**src/sv/kmp_sm_pkg.sv**
```systemverilog
// Shared types and constants for the streaming KMP matcher.
// Used by kmp_sm_tables, kmp_stream_matcher_unit and kmp_sm_checker; no dependencies.
package kmp_sm_pkg;

    localparam int unsigned MAX_PATTERN = 16;
    localparam int unsigned PAT_AW = (MAX_PATTERN > 1) ? $clog2(MAX_PATTERN) : 1;
    localparam int unsigned LEN_W  = $clog2(MAX_PATTERN + 1);

    localparam logic CMD_PATTERN = 1'b0;
    localparam logic CMD_TEXT    = 1'b1;

    localparam logic ST_OK   = 1'b0;
    localparam logic ST_FULL = 1'b1;

    typedef logic [PAT_AW-1:0] t_pidx;
    typedef logic [LEN_W-1:0]  t_len;

    typedef enum logic {
        S_IDLE,
        S_WALK
    } t_state;

    // write request into the pattern store and failure table
    typedef struct packed {
        logic        pat_we;
        logic        fail_we;
        t_pidx       idx;
        logic [7:0]  pat_byte;
        t_pidx       fail_val;
    } t_tbl_wr;

endpackage

```
**src/sv/kmp_sm_tables.sv**
```systemverilog
// Pattern store and failure table: small register files with one write request
// and one read address each, read data registered. Depends on kmp_sm_pkg.
module kmp_sm_tables (
    input  logic               i_clk,
    input  kmp_sm_pkg::t_tbl_wr i_wr,
    input  kmp_sm_pkg::t_pidx  i_pat_addr,
    input  kmp_sm_pkg::t_pidx  i_fail_addr,
    output logic [7:0]         o_pat_byte,
    output kmp_sm_pkg::t_pidx  o_fail_val
);
    import kmp_sm_pkg::*;

    logic [7:0] r_pat  [MAX_PATTERN];
    t_pidx      r_fail [MAX_PATTERN];
    logic [7:0] r_pat_rd;
    t_pidx      r_fail_rd;

    always_ff @(posedge i_clk) begin
        if (i_wr.pat_we) begin
            r_pat[i_wr.idx] <= i_wr.pat_byte;
        end
        if (i_wr.fail_we) begin
            r_fail[i_wr.idx] <= i_wr.fail_val;
        end
        r_pat_rd  <= r_pat[i_pat_addr];
        r_fail_rd <= r_fail[i_fail_addr];
    end

    assign o_pat_byte = r_pat_rd;
    assign o_fail_val = r_fail_rd;

endmodule

```
**src/sv/kmp_stream_matcher_unit.sv**
```systemverilog
// Streaming KMP matcher top level: request sequencer, failure-link walk, result register.
// Depends on kmp_sm_pkg and kmp_sm_tables.
// A pattern byte into an empty pattern, a dropped byte, or a text byte with an empty
// pattern is answered from S_IDLE; other requests walk f failure links (0..15) in S_WALK.
// A new request is accepted only in S_IDLE with no stalled result pending; the single
// compare unit is shared by the walk. Reset (synchronous, active low) clears lengths,
// position, state and the result valid; the pattern store and failure table are not cleared.
module kmp_stream_matcher_unit (
    input  logic        i_clk,
    input  logic        i_rst_n,
    input  logic        i_in_valid,
    output logic        o_in_ready,
    input  logic        i_cmd,
    input  logic [7:0]  i_data_byte,
    input  logic        i_restart,
    output logic        o_out_valid,
    input  logic        i_out_ready,
    output logic        o_match_found,
    output logic [31:0] o_match_start,
    output logic [31:0] o_match_end,
    output logic        o_status
);
    import kmp_sm_pkg::*;

    t_state      r_state, n_state;
    logic        r_cmd, n_cmd;
    logic [7:0]  r_byte, n_byte;
    t_len        r_len, n_len;
    t_pidx       r_bpl, n_bpl;
    t_len        r_matched, n_matched;
    t_len        r_k, n_k;
    logic [31:0] r_pos, n_pos;

    logic        r_out_valid, n_out_valid;
    logic        r_found, n_found;
    logic [31:0] r_start, n_start;
    logic [31:0] r_end, n_end;
    logic        r_status, n_status;

    t_tbl_wr     w_wr;
    t_pidx       w_fail_addr;
    logic [7:0]  w_pat_byte;
    t_pidx       w_fail_val;
    logic        w_eq;
    logic        w_step;
    t_len        w_j;
    logic        w_accept;
    t_len        w_eff_len;
    t_len        w_eff_matched;
    logic [31:0] w_eff_pos;

    // address the tables with the next k so the read data lines up with r_k
    kmp_sm_tables u_tables (
        .i_clk       (i_clk),
        .i_wr        (w_wr),
        .i_pat_addr  (n_k[PAT_AW-1:0]),
        .i_fail_addr (w_fail_addr),
        .o_pat_byte  (w_pat_byte),
        .o_fail_val  (w_fail_val)
    );

    assign o_in_ready = (r_state == S_IDLE) && (!r_out_valid || i_out_ready);
    assign w_accept   = i_in_valid && o_in_ready;

    // shared compare: one failure-link step per cycle
    assign w_eq   = (w_pat_byte == r_byte);
    assign w_step = (r_k != '0) && !w_eq;
    assign w_j    = r_k + t_len'(w_eq);
    assign w_fail_addr = t_pidx'(n_k - t_len'(1));

    assign w_eff_len     = (i_restart && (i_cmd == CMD_PATTERN)) ? '0 : r_len;
    assign w_eff_matched = i_restart ? '0 : r_matched;
    assign w_eff_pos     = i_restart ? '0 : r_pos;

    always_ff @(posedge i_clk) begin
        if (!i_rst_n) begin
            r_state     <= S_IDLE;
            r_len       <= '0;
            r_bpl       <= '0;
            r_matched   <= '0;
            r_k         <= '0;
            r_pos       <= '0;
            r_out_valid <= 1'b0;
        end else begin
            r_state     <= n_state;
            r_len       <= n_len;
            r_bpl       <= n_bpl;
            r_matched   <= n_matched;
            r_k         <= n_k;
            r_pos       <= n_pos;
            r_out_valid <= n_out_valid;
        end
    end

    always_ff @(posedge i_clk) begin
        r_cmd    <= n_cmd;
        r_byte   <= n_byte;
        r_found  <= n_found;
        r_start  <= n_start;
        r_end    <= n_end;
        r_status <= n_status;
    end

    always_comb begin
        n_state     = r_state;
        n_cmd       = r_cmd;
        n_byte      = r_byte;
        n_len       = r_len;
        n_bpl       = r_bpl;
        n_matched   = r_matched;
        n_k         = r_k;
        n_pos       = r_pos;
        n_out_valid = r_out_valid && !i_out_ready;
        n_found     = r_found;
        n_start     = r_start;
        n_end       = r_end;
        n_status    = r_status;
        w_wr        = '0;

        unique case (r_state)
            S_IDLE: begin
                if (w_accept) begin
                    n_cmd    = i_cmd;
                    n_byte   = i_data_byte;
                    n_found  = 1'b0;
                    n_start  = '0;
                    n_end    = '0;
                    n_status = ST_OK;
                    if (i_cmd == CMD_PATTERN) begin
                        if (i_restart) begin
                            n_len     = '0;
                            n_bpl     = '0;
                            n_matched = '0;
                        end
                        if (w_eff_len >= t_len'(MAX_PATTERN)) begin
                            // drop the byte
                            n_status    = ST_FULL;
                            n_out_valid = 1'b1;
                        end else begin
                            w_wr.pat_we   = 1'b1;
                            w_wr.idx      = w_eff_len[PAT_AW-1:0];
                            w_wr.pat_byte = i_data_byte;
                            if (w_eff_len == '0) begin
                                w_wr.fail_we  = 1'b1;
                                w_wr.fail_val = '0;
                                n_bpl         = '0;
                                n_len         = t_len'(1);
                                n_out_valid   = 1'b1;
                            end else begin
                                n_k     = t_len'(r_bpl);
                                n_state = S_WALK;
                            end
                        end
                    end else begin
                        n_matched = w_eff_matched;
                        if (r_len == '0) begin
                            n_pos       = w_eff_pos + 32'd1;
                            n_out_valid = 1'b1;
                        end else begin
                            n_pos   = w_eff_pos;
                            n_k     = w_eff_matched;
                            n_state = S_WALK;
                        end
                    end
                end
            end
            S_WALK: begin
                if (w_step) begin
                    n_k = t_len'(w_fail_val);
                end else begin
                    n_state     = S_IDLE;
                    n_out_valid = 1'b1;
                    if (r_cmd == CMD_PATTERN) begin
                        w_wr.fail_we  = 1'b1;
                        w_wr.idx      = r_len[PAT_AW-1:0];
                        w_wr.fail_val = t_pidx'(w_j);
                        n_bpl         = t_pidx'(w_j);
                        n_len         = r_len + t_len'(1);
                    end else begin
                        if (w_j == r_len) begin
                            n_found   = 1'b1;
                            n_end     = r_pos;
                            n_start   = r_pos - (32'(r_len) - 32'd1);
                            // follow the link so overlapping matches are found;
                            // r_bpl holds the link of the final pattern byte
                            n_matched = t_len'(r_bpl);
                        end else begin
                            n_matched = w_j;
                        end
                        n_pos = r_pos + 32'd1;
                    end
                end
            end
            default: begin
                n_state = S_IDLE;
            end
        endcase
    end

    assign o_out_valid   = r_out_valid;
    assign o_match_found = r_found;
    assign o_match_start = r_start;
    assign o_match_end   = r_end;
    assign o_status      = r_status;

endmodule

```
**config.mk**
```make
export PLATFORM = sky130hd
export DESIGN_NAME = kmp_stream_matcher_unit
export DESIGN_NICKNAME = d
export VERILOG_FILES = /design/src/sv/kmp_sm_pkg.sv /design/src/sv/kmp_sm_tables.sv /design/src/sv/kmp_stream_matcher_unit.sv
export SDC_FILE = /design/constraint.sdc
export NUM_CORES = 1
export LEC_CHECK = 0
export BUFFER_PORTS_ARGS = -buffer_cell sky130_fd_sc_hd__buf_2
export CAP_MARGIN = 20
export CELL_PAD_IN_SITES_DETAIL_PLACEMENT = 1
export CELL_PAD_IN_SITES_GLOBAL_PLACEMENT = 1
export CORE_MARGIN = 4
export CORE_UTILIZATION = 31
export DETAILED_ROUTE_END_ITERATION = 8
export GPL_ROUTABILITY_DRIVEN = 0
export HOLD_SLACK_MARGIN = 0.05
export PLACE_DENSITY_LB_ADDON = 0.08
export SYNTH_ARGS = -nofsm -noshare
export SYNTH_HDL_FRONTEND = slang
export SYNTH_HIERARCHICAL = 1
export SYNTH_SLANG_ARGS = --single-unit
```
**constraint.sdc**
```tcl
create_clock -name i_clk -period 8.8 [get_ports i_clk]
set_input_delay 1.32 -clock i_clk [delete_from_list [all_inputs] [get_ports i_clk]]
set_output_delay 1.32 -clock i_clk [all_outputs]
set_load 0.02 [all_outputs]
```
### Yosys cells after proc, flatten, opt, wreduce, memory -nomap -nowiden

Memories as Yosys holds them, arrays and structs flattened. A register that Yosys moved wholly into a read port is not among the register bits.
Index checks and enable logic that the tools add are counted.

* flip-flop bits (word level): 128
* bits in writable memories: 192
* bits of input ports: 14
* output and inout bits: 68
* logic and storage cells: 133
* memories kept: 2

* $add $sub $neg: 7
* magnitude comparators: 1
* equal/unequal tests: 9
* muxes and demuxes: 82
* bitwise operators: 2
* reductions and logical operators: 17

Memory list
* u_tables.r_pat: depth 16, bits a word 8, rd ports 1, clocked after memory_dff 1, write ports 1, RTL line kmp_sm_tables.sv:13 `logic [7:0] r_pat [MAX_PATTERN];`
* u_tables.r_fail: depth 16, bits a word 4, rd ports 1, clocked after memory_dff 1, write ports 1, RTL line kmp_sm_tables.sv:14 `t_pidx r_fail [MAX_PATTERN];`

Operators by type and width (count)
* 32-bit 2-to-1 mux: 13
* 32-bit one-hot mux with 2 select lines: 3
* 5-bit 2-to-1 mux: 21
* 32-bit by 1-bit adder with 32-bit output, second input constant: 2
* 18-bit 2-to-1 mux: 3
* 5-bit one-hot mux with 2 select lines: 4
* 4-bit 2-to-1 mux: 9
* 32-bit subtractor: 1
* 1-bit 2-to-1 mux: 23
* 4-bit one-hot mux with 2 select lines: 2
* 4-bit AND reduction: 3
* 5-bit logical NOT: 2
* 2-bit != test, second input constant: 5
* 8-bit == test: 1
* 8-bit 2-to-1 mux: 1
* 1-bit one-hot mux with 2 select lines: 3
* 5-bit by 1-bit subtractor with 6-bit output, second input constant: 1
* 5-bit by 1-bit adder with 5-bit output: 1
* 5-bit by 1-bit adder with 5-bit output, second input constant: 1
* 5-bit == test: 1
* 5-bit greater-or-equal comparator, second input constant: 1
* 1-bit logical AND: 5
* 5-bit nonzero test: 1
* 2-bit by 1-bit != test with 1-bit output, second input constant: 2
* other kinds (6): 9

### Logic depth before layout (Yosys ltp)

* word-level depth: 11
* depth in mapped cells: 15
* gate-level depth less buffers: 13

### Modules after synthesis

The synthesis kept the hierarchy.

Modules (own cells, without submodules)
* kmp_stream_matcher_unit: times used 1, cells each 868, area an instance 7825.0 µm², seq. area each 3313.2 µm²
* kmp_sm_tables: times used 1, cells each 361, area an instance 7757.4 µm², seq. area each 6005.8 µm²

### Worst setup path before layout

No wires, ideal clock.

* path kind: input-to-reg
* start point: in i_restart
* end point: reg u_tables.r_fail_rd[1], in the netlist u_tables/o_fail_val[1], read port of u_tables.r_fail
* setup time: 123 ps
* data arrival time: 3993 ps
* required time: 8677 ps
* path slack: 4685 ps
* stages on the path: 14
* buffers on the path: 3
* cells stage by stage: buf_2 nor4_1 a21oi_1 nor2_1 nor2_1 a221o_1 inv_1 ha_1 inv_1 clkbuf_1 buf_2 mux4_2 a22oi_1 nand3_1

* cells in the longest elaborated chain, start to end: 9
* elaborated cells between the ends (all ways): 12
* those cells by class: add/sub: 1; order compare: 1; mux: 8; reduce/logical: 2

Ends and longest elaborated chain
* start, declared: RTL line kmp_stream_matcher_unit.sv:15 `input logic i_restart,`
* branches (longest 5 deep; another with 5-bit greater-or-equal comparator)
* 5-bit 2-to-1 mux *: RTL line kmp_stream_matcher_unit.sv:129 `if (i_cmd == CMD_PATTERN) begin`
* 5-bit 2-to-1 mux *: RTL line kmp_stream_matcher_unit.sv:122 `if (w_accept) begin`
* 5-bit one-hot mux with 2 select lines *: RTL line kmp_stream_matcher_unit.sv:120 `unique case (r_state)`
* net n_k[0]: RTL line kmp_stream_matcher_unit.sv:31 `t_len r_k, n_k;`
* 4-bit by 1-bit subtractor with 4-bit output *: RTL line kmp_stream_matcher_unit.sv:69 `assign w_fail_addr = t_pidx'(n_k - t_len'(1));`
* net w_fail_addr[0]: RTL line kmp_stream_matcher_unit.sv:41 `t_pidx w_fail_addr;`
* end, declared: RTL line kmp_sm_tables.sv:16 `t_pidx r_fail_rd;`

Mark *: on every way through the listed nets, which the timed path passes.
A chain may end at the register's enable or synchronous reset.

### Worst setup path in the final report

Ends and elaborated chain as after synthesis.

==> results.yml <==
global_route:
  grt_max_degree: 80
  grt.total_usage_pct: 15.97
  grt.overflow.total: 0
  grt_pass1_wl_um: 66100
  grt_pass1_vias: 10680
  antenna_found_initial: 0
logic_synthesis:
  async_flop_share_pct: 0
  syn_area_per_cell_um2: 12.68
  syn_nets: 1286
  synthCells: 1229
  synth_edf_count: 267
  seq_area_frac_synth_pct: 59.80
  syn_area_mm2: 0.01558
  synth_seq_cells: 332
  ys_warn_count: 6
  ys.flop_type: "edfxtp_1"
  netlist-cell-type-count: 66
cts:
  cts.hold.buffers_added: 0
  clock_path_buffers: 3
  cts_made_buffers: 40
  clock_latency_ns: 0.58
  clkSinkCount: 332
  clk_pin_slew_ns: 0.06
  clockRootBuffer: "clkbuf_16"
  cts_tree: "done"
  htree_levels: 2
  cts-resized-gates: 0
  post-cts-setup-buffers: 0
setup_path:
  critPathRequiredTime_ns: 9.26
  cp_max_fo: 34
  crit_chain: "buf_2 > nor4_1 > a21oi_1 > nor2_1 > nor2_1 > a221o_2 > buf_4 > inv_1 > ha_1 > inv_1 > mux4_2 > a22oi_1 > nand3_1"
  cpPeakStageDelay_ns: 0.78
  critPathKind: "input pin to register"
  crit_path_top_delay_cell: "inv_1"
  arrival_ns: 5.66
  crit_path_start_kind: "input pin"
  worstSetupEndpointType: "register"
power_and_ir_drop:
  seqPwrFrac_pct: 46.8
  internal_power_mw: 2.864
  combPwrFrac_pct: 5.9
  peakVddDrop_mv: 0.1694
  p_sw_mw: 0.8480
  clkPwrFrac_pct: 47.3
  power-per-cell-area_mw_per_mm2: 205.5
  p_leak_nw: 6.499
  p_sw_share_pct: 22.84
die:
  io_pins: 82
  fp.dieW_um: 232.2
  start_util_pct: 31.57
  core_area_mm2: 0.04936
  rows: 81
  fp.dieH_um: 232.2
  die_area_mm2: 0.05392
routing:
  wl_um: 43260
  detail_route.vias_per_cell: 5.099
  drt-initial-drc-count: 578
  wl_per_cell_um: 21.58
  num_vias: 10220
  drc: 0
  ant_nets: 0
  drtPass1Iterations: 5
final_layout:
  nNetsFinal: 1367
  layout-drive-gt1-share_pct: 14.84
  antenna_cells: 0
  area_growth_pct: 15.92
  final_common_cell: "edfxtp_1"
  final_cell_mix: "edfxtp_1, nor2_1, nand2_1"
job:
  drv_cap: 0
min_path:
  hold_path_class: "register to register"
sta:
  min_period_ns: 5.198
  rsz0062_at_grt: "false"
  hold_viol: 0
  slew_violations: 0
  setup_violations: 0
  fmax_mhz: 192.4
  max_slew_margin_pct: 31.11
  finalClockSkew_ns: 0.04296
  post-route-period-util_pct: 59.07
  tns_ns: 0
  holdWs_ns: 0.4749
  tightest_slew_ns: 1.030
outcome:
  status: "finished clean"
placement:
  numPortBuffers: 81
  dp_hpwl_um: 29010
## state kept, by name, summed over array words and instances (netlist names), 5 cells and up
signal / cells
u_tables/r_pat: 128
r_matched: 5
o_match_start: 32
r_len: 5
r_k: 5
r_pos: 32
r_byte: 8
o_match_end: 32
u_tables/r_fail: 64
u_tables/o_pat_byte: 8
## power groups by stage
stage	Sequential (mW)	Clock, mW	Combinational (mW)
6_report	1.74	1.76	0.219
5_1_grt	1.74	1.88	0.242
4_1_cts	1.74	1.82	0.224
3_5_place_dp	1.77	0	0.223
3_3_place_gp	1.77	0	0.223
2_1_floorplan	1.80	0	0.111
## cell usage after synthesis, types with 18 or more instances
| library cell | count | area share, % |
|---|---|---|
| nor2_1 | 137 | 3.3 |
| a21o_1 | 20 | 0.96 |
| inv_1 | 22 | 0.53 |
| clkbuf_1 | 37 | 0.89 |
| and2_1 | 49 | 2.0 |
| edfxtp_1 | 267 | 51 |
| o21ai_0 | 42 | 1.3 |
| nand2_1 | 91 | 2.2 |
| ha_1 | 42 | 3.4 |
| a21oi_1 | 58 | 1.9 |
| xor2_1 | 24 | 1.3 |
| dfxtp_1 | 65 | 8.4 |
| mux4_1 | 18 | 3.0 |
| nand3_1 | 54 | 1.7 |
| a22oi_1 | 30 | 1.4 |
| mux4_2 | 30 | 4.3 |
| xnor2_1 | 30 | 1.7 |
## routing by layer
layer	global-route usage (%)	share of wire [%]
met1	20.86	45
met4	4.129	1.8
met5	0	0
met2	27.79	50
met3	2.478	3.7
## worst paths after layout
check / to / start / slack, ns / depth (start not counted)
max: u_tables/o_fail_val[1] / i_restart / 3.60 / 13
min reg2reg: r_matched[0] / r_matched[0] / 0.47 / 2
min: r_matched[0] / r_matched[0] / 0.47 / 2
max reg2reg: u_tables/o_fail_val[1] / r_len[2] / 3.72 / 13
## kinds of logic (layout without fill, tap and decap cells)
| family | Yosys count | count (layout) | synth area share, % |
|---|---|---|---|
| compound gates | 242 | 242 | 10.33 |
| simple gates | 425 | 425 | 13.12 |
| fa+ha+maj | 43 | 43 | 3.501 |
| xor+xnor | 54 | 54 | 3.035 |
| flops | 332 | 332 | 59.80 |
| buf+inv | 79 | 191 | 2.457 |
| mux | 54 | 54 | 7.757 |
## stage by stage
stage                     util, %  setup WS (ns)  power, mW  std cells  area (um2)
final                       36.60          3.602      3.713       2005       18060
after global routing        36.60          2.940      3.859       2005       18060
after CTS                   36.59          3.456      3.777       2004       18060
after detailed placement    33.71          2.824      1.993       1931       16640
after global placement      33.71          3.108      1.992       1931       16640
after floorplan                 -          4.685      1.910       1229       15580
## worst max-delay path, delay by kind of cell
kind                     cells  cell delay (ns)
buffers and inverters        4             1.79
AND/OR/NAND/NOR              4             1.03
AO/OA/AOI/OAI                3             0.72
multiplexers                 1             0.41
adder cells (fa/ha/maj)      1             0.36
## final cells by class
type | instances | area, um2
clock buffers | 53 | 1112
fillers | 5283 | 31290
flip-flops and latches | 332 | 9320
inverters | 22 | 82.58
multi-input cells | 818 | 5893
repair buffers | 96 | 515.5
well taps | 664 | 830.8
clock inverters | 20 | 309.0
Power figures use the tool's default switching activity.
